**src/rus2x_pkg.sv**
```systemverilog
// shared types and constants for the 2x bilinear raster upsampler
`timescale 1ns / 1ps
`default_nettype none
package rus2x_pkg;

  // sample width, signed q16.16
  localparam int SAMPLE_W = 32;

  // apb register file geometry
  localparam int APB_ADDR_W = 4;
  localparam int APB_DATA_W = 32;
  localparam int REG_IDX_W  = APB_ADDR_W - 2;

  // number of parity banks in the parent store
  localparam int NUM_BANKS = 4;

  // item commands
  localparam logic CMD_WRITE = 1'b0;
  localparam logic CMD_READ  = 1'b1;

  // register indexes
  localparam logic [REG_IDX_W-1:0] REG_ODD_COL   = 2'd0;
  localparam logic [REG_IDX_W-1:0] REG_ODD_ROW   = 2'd1;
  localparam logic [REG_IDX_W-1:0] REG_ZERO_FILL = 2'd2;

  // configuration seen by the datapath
  typedef struct packed {
    logic odd_col;
    logic odd_row;
    logic zero_fill;
  } cfg_t;

  // control bits that travel with an item down the pipeline
  typedef struct packed {
    logic rd;    // read item, gives a result
    logic wr;    // in-range write item
    logic zero;  // result forced to zero
    logic io;    // odd child column
    logic jo;    // odd child row
    logic cpar;  // parity of parent row c
    logic apar;  // parity of parent column a
  } ctl_t;

endpackage
`default_nettype wire

```
**src/rus2x_cfg.sv**
```systemverilog
// apb configuration registers
`timescale 1ns / 1ps
`default_nettype none
module rus2x_cfg import rus2x_pkg::*; (
  input  wire logic                  clk,
  input  wire logic                  rst,
  input  wire logic                  psel,
  input  wire logic                  penable,
  input  wire logic                  pwrite,
  input  wire logic [APB_ADDR_W-1:0] paddr,
  input  wire logic [APB_DATA_W-1:0] pwdata,
  output logic      [APB_DATA_W-1:0] prdata,
  output logic                       pready,
  output cfg_t                       cfg
);

  logic [REG_IDX_W-1:0] reg_idx;
  logic                 wr_en;

  assign reg_idx = paddr[APB_ADDR_W-1:2];
  assign pready  = 1'b1;
  assign wr_en   = psel && penable && pwrite && pready;

  // register writes
  always_ff @(posedge clk) begin
    if (rst) begin
      cfg.odd_col   <= 1'b0;
      cfg.odd_row   <= 1'b0;
      cfg.zero_fill <= 1'b1;
    end else if (wr_en) begin
      case (reg_idx)
        REG_ODD_COL:   cfg.odd_col   <= pwdata[0];
        REG_ODD_ROW:   cfg.odd_row   <= pwdata[0];
        REG_ZERO_FILL: cfg.zero_fill <= pwdata[0];
        default: begin
        end
      endcase
    end
  end

  // register reads
  always_comb begin
    prdata = '0;
    case (reg_idx)
      REG_ODD_COL:   prdata[0] = cfg.odd_col;
      REG_ODD_ROW:   prdata[0] = cfg.odd_row;
      REG_ZERO_FILL: prdata[0] = cfg.zero_fill;
      default:       prdata    = '0;
    endcase
  end

endmodule
`default_nettype wire

```
**config.mk**
```make
export PLATFORM = sky130hd
export DESIGN_NAME = rus2x_cfg
export DESIGN_NICKNAME = d
export VERILOG_FILES = /design/src/rus2x_pkg.sv /design/src/rus2x_cfg.sv
export SDC_FILE = /design/constraint.sdc
export NUM_CORES = 1
export LEC_CHECK = 0
export BUFFER_PORTS_ARGS = -buffer_cell sky130_fd_sc_hd__buf_2
export CAP_MARGIN = 10
export CORE_UTILIZATION = 23
export DETAILED_ROUTE_END_ITERATION = 8
export GPL_ROUTABILITY_DRIVEN = 0
export PLACE_DENSITY = 0.82
export SLEW_MARGIN = 30
export SYNTH_ARGS = -nofsm -noshare
export SYNTH_HDL_FRONTEND = slang
export SYNTH_SLANG_ARGS = --single-unit
```
**constraint.sdc**
```tcl
create_clock -name clk -period 0.8 [get_ports clk]
set_input_delay 0.04 -clock clk [delete_from_list [all_inputs] [get_ports clk]]
set_output_delay 0.04 -clock clk [all_outputs]
set_load 0.01 [all_outputs]
```
==> flow_metrics.tcl <==
set metrics [dict create \
    status "finished, violations left" \
    dr_wl_met3_um 98 \
    yosysSeqAreaShare 0.141 \
    hold_depth 3 \
    crit_path_end_kind "primary output" \
    finalCritPeriodShare 1.17 \
    hpwlAfterDp_um 450 \
    post_dp_cell_area_um2 385 \
    synth.avg_cell_area_um2 8.20 \
    vias 285 \
    largest_reg_flops 3 \
    power_uw 548 \
    power_density_nw_per_um2 1180 \
    clk_latency_ns 0.23 \
    postRouteAntennaNets 0 \
    worstHoldPathType "in -> reg" \
    finalWorstSetupSlack_ns -0.133 \
    port_buffers 11 \
    cts_sinks 3 \
    syn_inst 52 \
    wl_met1_um 214 \
    wl_per_cell_um 6.74 \
    diodes 0 \
    clockRootBuffer "clkbuf_4" \
    rr_worst_depth 4 \
    pin_count 77 \
    syn2layout_area_growth_pct 9.09 \
    grt_pass1_wl_um 828 \
    violations "negative setup slack" \
    netlist_area_um2 427 \
    top_register "cfg" \
    drive_above_1_share 0.348 \
    ys_types 11 \
    htreeDepth 1 \
    synth_area_leaders "buf_4 56%, dfxtp_1 14%, mux2i_1 9.4%" \
    layout_min_cycle_time_ns 0.933 \
    fp-row-count 15 \
    cts.clk_slew.worst_paths_ns 0.04 \
    cp.arrival_ns 0.89 \
    final_common_cell "conb_1" \
    yosys.area.top_type "buf_4" \
    ys_ff_latch 3 \
    final_max_slew_viol_count 0 \
    die-area_um2 2030 \
    finalWirelength_um 634 \
    timing.fmax_mhz 1070 \
    max_cap_viol_count 0 \
    p_leak_nw 0.243 \
    antenna_found_initial 0 \
    path_max_fanout 2 \
    ir_drop_v 0.000379 \
    die_h_um 45.1 \
    viasPerCell 3.03 \
    final_core_util 0.270 \
    critPathKind "reg -> out" \
    setup_violations 3 \
    grt_max_degree 6 \
    post-place-ws_ns 0.0586 \
    track_usage 0.0681 \
    final_area_um2 465 \
    routed.top_layer "met3" \
    cts_tree "yes" \
    start_util 0.247 \
    yosysWarnings 0 \
    cp-start-kind "flip-flop" \
    route.met2.wl_um 321 \
    rsz0062_at_grt "true" \
    clock_path_buffers 2 \
    cts_made_buffers 3 \
    design.core.area_um2 1730 \
    nets 111 \
    hold_viol 0 \
    die_x_um 45.1 \
    required_ns 0.76 \
    drc 0 \
    top_regs "cfg (3)" \
    fin_worst_skew_ns 0 \
    synth_top_area_frac 0.563 \
    drt_iter0_drc 0 \
    gr-total-overflow 0 \
    grt_pass1_vias 206 \
    dr.pass1.iters 1 \
    final_cell_mix "32 x conb_1, 9 x buf_2, 4 x mux2i_1, 4 x buf_6" \
]
where the power goes:
part | leakage (nW) | internal, mW | switching, mW
combinational | 0.204 | 0.0335 | 0.0956
clock | 0.0150 | 0.187 | 0.0776
sequential | 0.0248 | 0.153 | 0.00140
cell type report:
cell class / count / area [um2]
Fill cell: 200 / 1260
Timing Repair Buffer: 15 / 105
Multi-Input combinational cell: 47 / 239
Sequential cell: 3 / 63.8
Tap cell: 25 / 31.3
Clock buffer: 4 / 26.3
final timing paths:
check,from,endpoint,slack [ns]
worst max-delay path,cfg[1],cfg[1],-0.13
worst min-delay path,pwdata[0],cfg[0],0.09
worst max register to register,cfg[1],cfg[1],0.01
worst min register to register,cfg[0],cfg[0],0.52
cells by family after synthesis:
group | share of synthesized area
compound gates | 0.0117
buf+inv | 0.563
mux | 0.0938
simple gates | 0.173
flops | 0.141
other cells | 0.0176
metrics by stage:
step | cells | TNS [ns] | hold WS (ns)
final | 94 | -0.261 | 0.0865
after global routing | 94 | -0.399 | 0.115
after floorplan | 82 | 0 | 0.196
after global placement | 86 | 0 | 0.317
after detailed placement | 86 | 0 | 0.325
after CTS | 92 | -0.190 | 0.0784
synthesized netlist by cell type (all sizes together):
cell and instances:
buf 32, conb 2, dfxtp 3, mux2i 4, nand2b 3, nand3 1
nand3b 1, nor2 2, nor3 1, nor3b 2, o21ai 1
worst max-delay path: stages (launching register included):
cell     delay, ns
dfxtp_2       0.32
buf_4         0.13
buf_6         0.11
buf_6         0.11
repair_timing:
action | CTS | global route
setup endpoints to repair | 1 | 4
resized for setup | 6 | 2
hold buffers | 0 | 0
gates cloned | 0 | 0
pin swaps | 1 | 1
endpoints found under the hold margin | 0 | 0
buffers inserted | 2 | 2
metal layers:
layer | GRT usage | up-vias
met2 | 0.110 | 29
met5 | 0 | -
met3 | 0.0680 | 0
li1 | - | 136
met1 | 0.0440 | 120
met4 | 0.0545 | 0
Power figures use the tool's default switching activity.
