File: src/rus2x_pkg.sv
// shared types and constants for the 2x bilinear raster upsampler
`timescale 1ns / 1ps
`default_nettype none
package rus2x_pkg;

  // sample width, signed q16.16
  localparam int SAMPLE_W = 32;

  // apb register file geometry
  localparam int APB_ADDR_W = 4;
  localparam int APB_DATA_W = 32;
  localparam int REG_IDX_W  = APB_ADDR_W - 2;

  // number of parity banks in the parent store
  localparam int NUM_BANKS = 4;

  // item commands
  localparam logic CMD_WRITE = 1'b0;
  localparam logic CMD_READ  = 1'b1;

  // register indexes
  localparam logic [REG_IDX_W-1:0] REG_ODD_COL   = 2'd0;
  localparam logic [REG_IDX_W-1:0] REG_ODD_ROW   = 2'd1;
  localparam logic [REG_IDX_W-1:0] REG_ZERO_FILL = 2'd2;

  // configuration seen by the datapath
  typedef struct packed {
    logic odd_col;
    logic odd_row;
    logic zero_fill;
  } cfg_t;

  // control bits that travel with an item down the pipeline
  typedef struct packed {
    logic rd;    // read item, gives a result
    logic wr;    // in-range write item
    logic zero;  // result forced to zero
    logic io;    // odd child column
    logic jo;    // odd child row
    logic cpar;  // parity of parent row c
    logic apar;  // parity of parent column a
  } ctl_t;

endpackage
`default_nettype wire

File: src/rus2x_addr.sv
// parent coordinate and bank address stages
`timescale 1ns / 1ps
`default_nettype none
module rus2x_addr import rus2x_pkg::*; #(
  parameter int GRID_SIZE = 65,
  parameter int COORD_W   = 7,
  parameter int AW        = 11
) (
  input  wire logic                          clk,
  input  wire logic                          rst,
  input  wire logic                          start,
  input  wire logic                          command,
  input  wire logic [COORD_W-1:0]            row,
  input  wire logic [COORD_W-1:0]            col,
  input  wire logic [SAMPLE_W-1:0]           sample_in,
  input  wire cfg_t                          cfg,
  output logic [NUM_BANKS-1:0][AW-1:0]       bank_addr,
  output logic [NUM_BANKS-1:0]               bank_we,
  output logic [SAMPLE_W-1:0]                bank_wdata,
  output ctl_t                               ctl
);

  localparam int RASTER_W = GRID_SIZE + 2;
  localparam int HALF_W   = (RASTER_W + 1) / 2;
  localparam int QUAD_OFS = (GRID_SIZE - 1) / 2;
  localparam int LAST     = GRID_SIZE + 1;
  localparam int CW1      = COORD_W + 1;

  function automatic logic [COORD_W-1:0] clamp_idx(input logic [CW1-1:0] x);
    clamp_idx = (x > CW1'(LAST)) ? COORD_W'(LAST) : x[COORD_W-1:0];
  endfunction

  // stage 1 combinational: parent coordinates
  logic               is_read;
  logic [COORD_W-1:0] row_m1, col_m1;
  logic [CW1-1:0]     pc, pa, c_raw, a_raw;
  ctl_t               ctl1_next;

  assign is_read = (command == CMD_READ);
  assign row_m1  = row - COORD_W'(1);
  assign col_m1  = col - COORD_W'(1);
  assign pc = CW1'(row_m1 >> 1) + CW1'(1) + (cfg.odd_row ? CW1'(QUAD_OFS) : '0);
  assign pa = CW1'(col_m1 >> 1) + CW1'(1) + (cfg.odd_col ? CW1'(QUAD_OFS) : '0);
  assign c_raw = is_read ? pc : CW1'(row);
  assign a_raw = is_read ? pa : CW1'(col);

  always_comb begin
    ctl1_next.rd   = start && is_read;
    ctl1_next.wr   = start && !is_read &&
                     (row <= COORD_W'(LAST)) && (col <= COORD_W'(LAST));
    ctl1_next.zero = cfg.zero_fill || (row == '0) || (col == '0) ||
                     (row > COORD_W'(GRID_SIZE)) || (col > COORD_W'(GRID_SIZE));
    ctl1_next.io   = col_m1[0];
    ctl1_next.jo   = row_m1[0];
    ctl1_next.cpar = 1'b0;
    ctl1_next.apar = 1'b0;
  end

  // stage 1 registers
  ctl_t               s1_ctl;
  logic [COORD_W-1:0] s1_c, s1_d, s1_a, s1_b;
  logic [SAMPLE_W-1:0] s1_sample;

  always_ff @(posedge clk) begin
    if (rst) begin
      s1_ctl <= '0;
    end else begin
      s1_ctl <= ctl1_next;
    end
  end

  always_ff @(posedge clk) begin
    s1_c      <= clamp_idx(c_raw);
    s1_d      <= clamp_idx(c_raw + CW1'(1));
    s1_a      <= clamp_idx(a_raw);
    s1_b      <= clamp_idx(a_raw + CW1'(1));
    s1_sample <= sample_in;
  end

  // stage 2 combinational: one parent point per parity bank
  logic [NUM_BANKS-1:0][AW-1:0] addr_next;
  logic [NUM_BANKS-1:0]         we_next;
  ctl_t                         ctl2_next;

  for (genvar k = 0; k < NUM_BANKS; k++) begin : g_bank
    localparam logic RP = 1'((k >> 1) & 1);
    localparam logic CP = 1'(k & 1);
    logic [COORD_W-1:0] rsel, csel;
    assign rsel = (s1_c[0] == RP) ? s1_c : s1_d;
    assign csel = (s1_a[0] == CP) ? s1_a : s1_b;
    assign addr_next[k] = AW'(rsel >> 1) * AW'(HALF_W) + AW'(csel >> 1);
    assign we_next[k]   = s1_ctl.wr && (s1_c[0] == RP) && (s1_a[0] == CP);
  end

  always_comb begin
    ctl2_next      = s1_ctl;
    ctl2_next.cpar = s1_c[0];
    ctl2_next.apar = s1_a[0];
  end

  // stage 2 registers
  always_ff @(posedge clk) begin
    if (rst) begin
      ctl     <= '0;
      bank_we <= '0;
    end else begin
      ctl     <= ctl2_next;
      bank_we <= we_next;
    end
  end

  always_ff @(posedge clk) begin
    bank_addr  <= addr_next;
    bank_wdata <= s1_sample;
  end

endmodule
`default_nettype wire

File: config.mk
export PLATFORM = sky130hd
export DESIGN_NAME = rus2x_addr
export DESIGN_NICKNAME = d
export VERILOG_FILES = /design/src/rus2x_pkg.sv /design/src/rus2x_addr.sv
export SDC_FILE = /design/constraint.sdc
export NUM_CORES = 1
export LEC_CHECK = 0
export BUFFER_PORTS_ARGS = -buffer_cell sky130_fd_sc_hd__buf_2
export CORE_MARGIN = 3
export CORE_UTILIZATION = 30
export CTS_BUF_LIST = sky130_fd_sc_hd__clkbuf_4
export DETAILED_ROUTE_END_ITERATION = 6
export PLACE_DENSITY = 0.61
export REMOVE_ABC_BUFFERS = 1
export SYNTH_ARGS = -nofsm -noshare
export SYNTH_HDL_FRONTEND = slang
export SYNTH_SLANG_ARGS = --single-unit
File: constraint.sdc
create_clock -name clk -period 3.4 [get_ports clk]
set_input_delay 0.17 -clock clk [delete_from_list [all_inputs] [get_ports clk]]
set_output_delay 0.17 -clock clk [all_outputs]
set_load 0.01 [all_outputs]
==> reports/qor.txt <==
later-pin clock latency in the skew report: 0.53 ns
hold_sp: col[1]
ys async rst share: 0
RR Endpoint: bank_addr[21]
minimum clock period after layout: 3.145 ns
clock buffer depth: 2
Core Region: 19850 um^2
Slew Limit Fails: 0
sequential fraction of the synthesis area: 0.4787
routability cong.: 0.7970
Row Count: 51
1st-iter DRT viols: 138
Max VDD drop: 0.0002276 V
final period utilization: 0.9250
final hold violation count: 0
static leakage: 3.631 nW
vias per cell: 4.367
Post-Syn Area: 6190 um^2
ANT nets after route: 0
Setup TNS Final: 0 ns
largest net degree at the start of global routing: 30
setup bufs post-CTS: 0
top_reg_cell synth: dfxtp_1
setup repair after global routing missed its margin: false
Arr. time, crit path: 3.59 ns
R2R cell count: 12
CTS tree: done
slack of the worst reg-to-reg path: 0.54 ns
slew at the pin closest to its max-slew limit: 0.7860 ns
global-route wire length before repair: 21960 um
die area: 22390 um^2
Syn Area/Cell: 10.23 um^2
Net Sw Frac: 0.3402
CTS Root Cell: clkbuf_4
#FFs+latches synth: 148
Max-Cap Viols: 0
Finish-stage setup viols: 0
post-synth cell types: 61
Reg area: 2963 um^2
1st-pass router iterations: 4
share of cells above drive strength 1: 0.2649
worst slack, placed: 0.1771 ns
initial antenna violation count: 0
Worst setup SP type: input pin
yosys warns: 0
Critical R2R Launch: s1_c[0]
total CTS buffers: 17
achievable frequency: 318.0 MHz
critical path fanouts, max: 13
H-Tree Depth: 4
Hold Path End: s1_a[1]
crit path kind: input pin to flip-flop
worst hold margin: 0.1180 ns
area occupied by multi-input gates: 2937 um^2
pwr/cell area: 579.0 nW/um^2
WL per Instance: 13.01 um
status: completed
most common cell after layout, fill and taps aside: dfxtp_1
GR Util All Layers: 0.1238
vias in the first global route: 4507
ANT cells: 0
worst clock skew: 0.04467 ns
Starting Density: 0.3119
Crit. End Element: flip-flop
Final WS setup: 0.2552 ns
IO Port Bufs: 139
I/O Pins: 140
Clk pwr share: 0.206
DRC Markers: 0
DP Wirelength: 10210 um
number of flops mapped to enable cells by yosys: 0
Mapped Cells: 605
NetSw: 1.544 mW
internal power: 2.994 mW
grt total ovfl: 0
DP Cell Count: 996
Final Core Density: 0.3950
combinational share of power: 0.325
clk sinks: 148
WP data required: 3.84 ns
share of power burned in registers: 0.470
Layout Nets: 894
chip height: 149.6 um
die width: 149.6 um
fill count: 1971
Layout Cells excl Fill: 1069
relative slew slack: 0.4625
Hold Crit Class: input pin to flip-flop
commonest non-fill, non-tap cells in the layout: 148 x dfxtp_1, 139 x buf_2, 53 x inv_1, 43 x ha_1, 42 x dlygate4sd3_1
hold depth: 3
vias: 4668
WL final: 13910 um
Clock Pin Slew Worst Setup and Hold Paths: 0.12 ns
Area Growth Syn to Fin: 26.64%
-- area by class of cell --
class                   count  share of cell area
inverters                  53             0.02538
clock inverters            12             0.01053
clock buffers              19             0.01820
multi-input cells         382              0.3746
repair buffers            190              0.1510
flip-flops and latches    148              0.3780
well taps                 265             0.04230
-- per-layer routing --
| metal | share of wire | up-vias | GRT usage |
|---|---|---|---|
| li1 | - | 2433 | - |
| met1 | 0.47 | 2068 | 0.1599 |
| met3 | 0.071 | 12 | 0.03483 |
| met2 | 0.44 | 155 | 0.2014 |
| met4 | 0.012 | 0 | 0.03844 |
| met5 | 0 | - | 0 |
-- flip-flops by register name (all words and copies together), names as in the netlist --
name,count
bank_we,4
ctl2_next,5
bank_wdata,32
ctl,7
s1_b,6
s1_a,7
s1_d,6
s1_c,7
bank_addr,42
s1_sample,32
-- cells in the mapped netlist (7+ instances only) --
master,n,area [um^2]
dfxtp_1,148,2963
inv_1,53,198.9
ha_1,43,538.0
nor2_1,41,153.9
xnor2_1,34,297.8
nand2_1,32,120.1
a21oi_1,23,115.1
mux2_2,17,191.4
o21ai_0,17,85.08
clkbuf_1,16,60.06
mux2i_1,16,160.2
xor2_1,16,140.1
nor2b_1,10,62.56
nor3_1,10,50.05
a21o_1,9,67.56
o21bai_1,9,67.56
nor4_1,7,43.79
o211ai_1,7,52.55
-- worst max-delay path by stage --
stage,start,endpoint,slack (ns),cells after the start
after floorplan,s1_c[0],bank_addr[10],0.42,11
after global placement,col[0],s1_b[1],0.26,13
after detailed placement,col[0],s1_b[1],0.18,13
after CTS,col[0],s1_b[1],0.18,14
after global routing,col[0],s1_b[1],0.03,14
final,col[0],s1_b[1],0.26,14
-- metrics by stage --
| stage | total power, mW | cell area, um^2 |
|---|---|---|
| 2_1_floorplan | 3.060 | 6083 |
| 3_3_place_gp | 3.613 | 7178 |
| 3_5_place_dp | 3.619 | 7178 |
| 4_1_cts | 4.621 | 7824 |
| 5_1_grt | 4.882 | 7839 |
| 6_report | 4.538 | 7839 |
-- power groups by stage --
| stage | Combinational [mW] | Sequential [mW] | Clock, mW |
|---|---|---|---|
| floorplan | 0.753 | 2.31 | 0 |
| CTS | 1.49 | 2.14 | 0.992 |
| global placement | 1.44 | 2.17 | 0 |
| finish | 1.47 | 2.13 | 0.934 |
| detailed placement | 1.44 | 2.18 | 0 |
| global route | 1.65 | 2.16 | 1.07 |
-- kinds of logic (layout without fill, tap and decap cells) --
group	Yosys count	in the layout	share of synthesized area
DFF	148	148	0.4787
AOI/OAI and AO/OA	104	104	0.1140
muxes	33	33	0.05680
buffers and inverters	75	274	0.04932
xor gates and xnor gates	50	50	0.07075
adders and majority gates	49	49	0.1063
and+or+nand+nor	146	146	0.1241
-- worst max-delay path, stage by stage --
cell           delay, ns
dlygate4sd3_1       0.52
buf_2               0.21
inv_1               0.12
ha_1                0.30
xor2_1              0.18
ha_1                0.30
or4_1               0.49
a21oi_1             0.14
o21ai_0             0.11
nand3_2             0.18
nand2_1             0.16
nor3b_2             0.26
mux2i_1             0.28
o22a_1              0.16
-- what timing repair did --
action | CTS | global route
endpoints found under the hold margin | 43 | 0
hold buffers | 42 | 0
gates resized for setup | 0 | 3
setup endpoints to repair | 0 | 3
Power figures use the tool's default switching activity.
